`src/design/calo_hit_layers_from_edge_defines.svh`:
```
// Assertion macros used by calo_hit_layers_from_edge.sv.
`ifndef CALO_HIT_LAYERS_FROM_EDGE_DEFINES_SVH
`define CALO_HIT_LAYERS_FROM_EDGE_DEFINES_SVH

// Same-cycle implication, clocked on clock, off during reset
`define CHLFE_ASSERT_SAME(label, cond, prop, msg) \
   label: assert property (@(posedge clock) disable iff (reset) (cond) |-> (prop)) \
      else $error(msg);

// Next-cycle implication, clocked on clock, off during reset
`define CHLFE_ASSERT_NEXT(label, cond, prop, msg) \
   label: assert property (@(posedge clock) disable iff (reset) (cond) |=> (prop)) \
      else $error(msg);

`endif

```
`src/design/chlfe_pkg.sv`:
```
package chlfe_pkg;

   // field widths
   localparam int POS_W      = 20;
   localparam int COORD_W    = 19;
   localparam int INV_W      = 16;
   localparam int LAYER_W    = 8;
   localparam int CNT_W      = 9;
   localparam int CSR_IDX_W  = 3;
   localparam int CSR_DATA_W = 19;

   // datapath widths
   localparam int CORDIC_STEPS = 16;
   localparam int PRE_SHIFT    = 8;
   localparam int LANE_W       = 31;
   localparam int PROJ_W       = 30;
   localparam int DIFF_W       = 32;
   localparam int DIST_W       = 48;
   localparam int FRAC_BITS    = 28;
   localparam int QUOT_W       = DIST_W - FRAC_BITS;
   localparam int GAIN_SHIFT   = 30;
   localparam logic signed [LANE_W-1:0] GAIN_Q30 = 31'sd652032874;

   // count range
   localparam int CNT_MAX = (1 << (CNT_W - 1)) - 1;

   // polygon defaults
   localparam int DEF_BARREL_SIDES = 16;
   localparam int DEF_ENDCAP_SIDES = 8;
   localparam int DEF_BARREL_PHI0  = 0;
   localparam int DEF_ENDCAP_PHI0  = 0;

   // register reset values
   localparam logic [COORD_W-1:0] RST_BARREL_END_Z        = 19'd35000;
   localparam logic [COORD_W-1:0] RST_BARREL_OUTER_RADIUS = 19'd53000;
   localparam logic [COORD_W-1:0] RST_ENDCAP_OUTER_RADIUS = 19'd53000;
   localparam logic [COORD_W-1:0] RST_ENDCAP_OUTER_Z      = 19'd63000;
   localparam logic [INV_W-1:0]   RST_BARREL_INV_THICK    = 16'd2520;
   localparam logic [INV_W-1:0]   RST_ENDCAP_INV_THICK    = 16'd2520;
   localparam logic [LAYER_W-1:0] RST_MAX_REAR_LAYERS     = 8'd4;
   localparam logic [LAYER_W-1:0] RST_OUTER_SAMPLING      = 8'd3;

   // register indexes
   typedef enum logic [CSR_IDX_W-1:0] {
      CSR_BARREL_END_Z        = 3'd0,
      CSR_BARREL_OUTER_RADIUS = 3'd1,
      CSR_ENDCAP_OUTER_RADIUS = 3'd2,
      CSR_ENDCAP_OUTER_Z      = 3'd3,
      CSR_BARREL_INV_THICK    = 3'd4,
      CSR_ENDCAP_INV_THICK    = 3'd5,
      CSR_MAX_REAR_LAYERS     = 3'd6,
      CSR_OUTER_SAMPLING      = 3'd7
   } csr_index_type;

   // arctangent table, 2^32 per turn
   localparam longint ATAN_TURNS [CORDIC_STEPS] = '{
      536870912, 316933406, 167458907, 85004756, 42667331, 21366753,
      10680862, 5340245, 2670163, 1335087, 667544, 333772,
      166886, 83443, 41722, 20861
   };

   // Rotation directions for a fixed residual angle; bit k set means
   // the angle accumulator was not negative at step k.
   function automatic logic [CORDIC_STEPS-1:0] cordic_dirs(input logic [29:0] resid);
      longint                  acc;
      logic [CORDIC_STEPS-1:0] dirs;
      acc  = longint'(resid);
      dirs = '0;
      for (int k = 0; k < CORDIC_STEPS; k++) begin
         if (acc >= 0) begin
            dirs[k] = 1'b1;
            acc     = acc - ATAN_TURNS[k];
         end else begin
            acc     = acc + ATAN_TURNS[k];
         end
      end
      return dirs;
   endfunction

endpackage

```
`src/design/chlfe_cordic_lane.sv`:
```
// One polygon face: quadrant fold, 16 shift-add rotation stages and the
// gain multiply, one register stage each.
module chlfe_cordic_lane
   import chlfe_pkg::*;
#(
   parameter int FACE  = 0,
   parameter int SIDES = DEF_BARREL_SIDES,
   parameter int PHI0  = DEF_BARREL_PHI0
) (
   input  logic                       clock,
   input  logic [CORDIC_STEPS+1:0]    stage_en,
   input  logic signed [POS_W-1:0]    pos_x,
   input  logic signed [POS_W-1:0]    pos_y,
   output logic signed [LANE_W-1:0]   proj
);

   // face angle in turns, 2^32 per turn
   localparam longint unsigned SIDES_EFF = (SIDES < 1) ? 64'd1 : longint'(SIDES);
   localparam longint unsigned PHI0_U    = longint'(PHI0);
   localparam longint unsigned FACE_U    = longint'(FACE);
   localparam logic [31:0] ANGLE =
      32'(((PHI0_U & 64'hFFFF) << 16) + ((FACE_U << 32) / SIDES_EFF));
   localparam logic [1:0]              QUADRANT = ANGLE[31:30];
   localparam logic [CORDIC_STEPS-1:0] DIRS     = cordic_dirs(ANGLE[29:0]);

   logic signed [LANE_W-1:0] sx, sy, rx, ry;
   logic signed [LANE_W-1:0] cx_ff [CORDIC_STEPS+1];
   logic signed [LANE_W-1:0] cy_ff [CORDIC_STEPS+1];
   logic signed [LANE_W-1:0] cx_in [CORDIC_STEPS];
   logic signed [LANE_W-1:0] cy_in [CORDIC_STEPS];
   logic signed [2*LANE_W-1:0] gain_prod;
   logic signed [LANE_W-1:0] proj_in, proj_ff;

   // scale by 256
   assign sx = {{(LANE_W-POS_W-PRE_SHIFT){pos_x[POS_W-1]}}, pos_x, {PRE_SHIFT{1'b0}}};
   assign sy = {{(LANE_W-POS_W-PRE_SHIFT){pos_y[POS_W-1]}}, pos_y, {PRE_SHIFT{1'b0}}};

   // -90 degree turn per whole quarter of the face angle
   always_comb begin
      case (QUADRANT)
         2'd0: begin
            rx = sx;
            ry = sy;
         end
         2'd1: begin
            rx = sy;
            ry = -sx;
         end
         2'd2: begin
            rx = -sx;
            ry = -sy;
         end
         default: begin
            rx = -sy;
            ry = sx;
         end
      endcase
   end

   always_ff @(posedge clock) begin
      if (stage_en[0]) begin
         cx_ff[0] <= rx;
         cy_ff[0] <= ry;
      end
   end

   // rotation stages, directions fixed by the face angle
   for (genvar k = 0; k < CORDIC_STEPS; k++) begin : g_step
      logic signed [LANE_W-1:0] dx, dy;
      assign dx = cy_ff[k] >>> k;
      assign dy = cx_ff[k] >>> k;

      always_comb begin
         if (DIRS[k]) begin
            cx_in[k] = cx_ff[k] + dx;
            cy_in[k] = cy_ff[k] - dy;
         end else begin
            cx_in[k] = cx_ff[k] - dx;
            cy_in[k] = cy_ff[k] + dy;
         end
      end

      always_ff @(posedge clock) begin
         if (stage_en[k+1]) begin
            cx_ff[k+1] <= cx_in[k];
            cy_ff[k+1] <= cy_in[k];
         end
      end
   end

   // gain correction, floored
   assign gain_prod = cx_ff[CORDIC_STEPS] * GAIN_Q30;
   assign proj_in   = LANE_W'(gain_prod >>> GAIN_SHIFT);

   always_ff @(posedge clock) begin
      if (stage_en[CORDIC_STEPS+1]) begin
         proj_ff <= proj_in;
      end
   end

   assign proj = proj_ff;

endmodule
```
`config.mk`:
```
export PLATFORM = sky130hd
export DESIGN_NAME = chlfe_cordic_lane
export DESIGN_NICKNAME = d
export VERILOG_FILES = /design/src/design/calo_hit_layers_from_edge_defines.svh /design/src/design/chlfe_pkg.sv /design/src/design/chlfe_cordic_lane.sv
export SDC_FILE = /design/constraint.sdc
export NUM_CORES = 2
export LEC_CHECK = 0
export BUFFER_PORTS_ARGS = -buffer_cell sky130_fd_sc_hd__buf_2
export CAP_MARGIN = 20
export CORE_UTILIZATION = 35
export DETAILED_ROUTE_END_ITERATION = 8
export SKIP_CTS_REPAIR_TIMING = 1
export SYNTH_ARGS = -nofsm -noshare
export SYNTH_HDL_FRONTEND = slang
export SYNTH_SLANG_ARGS = --single-unit
```
`constraint.sdc`:
```
create_clock -name clock -period 7.5 [get_ports clock]
set_clock_uncertainty 0.1 [all_clocks]
set_input_delay 0.375 -clock clock [delete_from_list [all_inputs] [get_ports clock]]
set_output_delay 0.375 -clock clock [all_outputs]
set_load 0.005 [all_outputs]
```
==> results.cfg <==
[sta]
fin_crit_sh_pct = 101
fmax_mhz = 132
tightest_slew_ns = 1.05
period_needed_ns = 7.55
finalSetupViolations = 2
drv_slew = 0
rsz0062_at_grt = yes
hold_viol = 0
fin_ws_ns = -0.0535
slew_headroom_pct = 29.9

[clocking]
cts_made_buffers = 114
root_buffer = clkbuf_16
cts_tree = built
clk_path_buf_depth = 3
cts.sinks = 969
clk_latency_ns = 0.81
path_clk_slew_ns = 0.07
cts_max_level = 3

[critical_path]
path_class = register to register
end_kind = register
start_kind = register
cp.arrival_ns = 7.98
worstPathRequired_ns = 7.93
cp_max_fo = 7

[synthesis]
synth_top_area_share_pct = 33.1
synth_nets = 10344
yosys-top-cells-area = edfxtp_1 33%, ha_1 17%, fa_1 10%
syn_area_um2 = 87800
synth-warning-count = 0
ys_seq_area_share_pct = 33.1
synth.most_common_cell = inv_1
synth_top_family_by_area = adder cells
synthFlopType = edfxtp_1
synthMuxAreaShare_pct = 0.0570
synthSimpleGateAreaFrac_pct = 8.62
async_reset_ff_share_pct = 0
netlist.top_cell.by_area = edfxtp_1
synthTopCellsByCount = 1268 x inv_1, 1222 x ha_1, 969 x edfxtp_1
avgSynthCellArea_um2 = 10.2
syn_inst = 8624
synth_seq_cells = 969
synth_edf_count = 969
synth_xor_area_share_pct = 8.46
synth_cell_types = 76
synth-compound-area-share_pct = 16.6
synthAdderAreaFrac_pct = 27.4

[flow_run]
max-cap-violations = 0

[drt]
wl_um = 241000
drt_iter0_markers = 3883
vias_per_cell = 5.13
drc = 0
vias = 64700
firstDrtPassIters = 6
post_drt_wl_per_cell_um = 19.1
postRouteAntennaNets = 0

[global_route]
grt_max_degree = 63
antenna_found_initial = 2
grt_first_pass_wirelength_um = 366000
gr-total-overflow = 0
track_usage_pct = 18.6
grt_pass1_vias = 64640

[placement]
placed_cells_incl_taps = 12310
place_congestion = 0.935
port_buffers = 89
post-dp-hpwl_um = 201000

[floorplan]
fp.dieH_um = 503
dieArea_um2 = 253000
start_util_pct = 35.3
ios = 90
die_w_um = 503
core-area_um2 = 249000
fp-row-count = 183

[outcome]
violations = setup timing
outcome = finished with violations

[final_layout]
nets = 10900
drive_gt1_share_pct = 8.71
final_cells = 12607
area_growth_pct = 13.9

[min_path]
hold_class = input pin to register
==> stage by stage <==
stage / setup slack [ns] / area, um^2 / util [%] / setup TNS (ns) / hold slack (ns)
2_1_floorplan: 0.0300 / 87800 / - / 0 / 0.331
3_3_place_gp: -0.384 / 94700 / 38.0 / -2.86 / 0.373
3_5_place_dp: -0.394 / 94700 / 38.0 / -3.06 / 0.371
4_1_cts: -0.448 / 98400 / 39.5 / -4.51 / -0.391
5_1_grt: -0.223 / 100000 / 40.2 / -2.21 / 0.0951
6_report: -0.0535 / 100000 / 40.2 / -0.0780 / 0.107
==> critical path, stage by stage, from the launching register on <==
cell and delay [ns]:
edfxtp_1 0.52, ha_4 0.35, buf_12 0.14, xor2_4 0.20
ha_2 0.22, a21oi_2 0.05, fa_1 0.53, inv_1 0.05
fa_2 0.45, fa_1 0.59, fa_1 0.45, fa_1 0.58
inv_1 0.07, fa_1 0.48, inv_1 0.06, ha_4 0.23
a21o_1 0.18, o21a_1 0.19, a311o_1 0.39, o211a_1 0.28
o31ai_4 0.09, buf_4 0.18, nand4_1 0.08, a31o_2 0.24
buf_4 0.16, a31o_2 0.22, a21oi_2 0.14, xnor2_1 0.07
==> metal layers <==
metal,vias to the layer above,global-route usage [%],share of wire (%)
met3,371,1.86,3.2
met1,31407,22.9,43
met2,1220,33.5,50
li1,31702,-,-
met4,0,6.68,3.8
met5,-,0,0
==> sequential cells by signal, indices dropped and copies added, names as in the netlist <==
signal / cells
proj: 31
cy_ff: 446
cx_ff: 492
==> cell usage in the layout (no fill, tap or decap), types with 19 or more instances in the layout <==
cell type / n
o21ai_0: 374
fa_2: 19
nand2_1: 332
xnor2_1: 543
and3_1: 59
o41ai_1: 21
nand4_1: 59
o211ai_1: 25
clkbuf_16: 114
xor2_1: 293
nor2_1: 452
ha_4: 32
buf_2: 90
dlygate4sd3_1: 42
and4_1: 23
a21o_1: 453
nor2b_1: 108
or2_2: 28
a31oi_1: 68
buf_4: 350
o31ai_1: 40
o21a_1: 116
nand3_1: 125
or3_1: 40
nand2b_1: 120
fa_1: 420
a21oi_1: 693
nor3_1: 110
o21bai_1: 96
a21boi_0: 32
a211oi_1: 73
and2_1: 38
inv_1: 1256
o31a_1: 26
edfxtp_1: 969
ha_1: 1184
a31o_2: 19
clkinv_1: 27
==> layout make-up <==
type,count,area [um^2]
fill,24316,149000
multi-input combinational,6325,54500
sequential,969,29100
inverter,1268,4760
tap,3330,4170
timing repair buffer,502,3740
clock buffer,132,2920
clock inverter,80,825
antenna,1,2.50
==> path summary, 6_finish.rpt <==
| kind | from | to | slack, ns | cells after the start |
|---|---|---|---|---|
| worst min-delay path | stage_en[17] | proj[3]$_DFFE_PP_ | 0.11 | 1 |
| worst min register to register | cy_ff[0][128]$_DFFE_PP_ | cx_ff[0][155]$_DFFE_PP_ | 0.38 | 0 |
| worst max-delay path | cx_ff[0][506]$_DFFE_PP_ | proj[20]$_DFFE_PP_ | -0.05 | 27 |
| worst max register to register | cx_ff[0][506]$_DFFE_PP_ | proj[20]$_DFFE_PP_ | -0.05 | 27 |
==> cells by family (layout without fill, tap and decap cells) <==
kind of cell,count (synthesis),count (layout)
buffers and inverters,1330,1982
XOR/XNOR,848,848
multiplexers,5,5
AO/OA/AOI/OAI,2258,2258
other,0,1
flip-flops,969,969
adder cells (fa/ha/maj),1661,1661
AND/OR/NAND/NOR,1553,1553
Power is left out: the tool's default activity adds up to more than one toggle a clock period on the data nets, which glitch-free logic cannot reach.
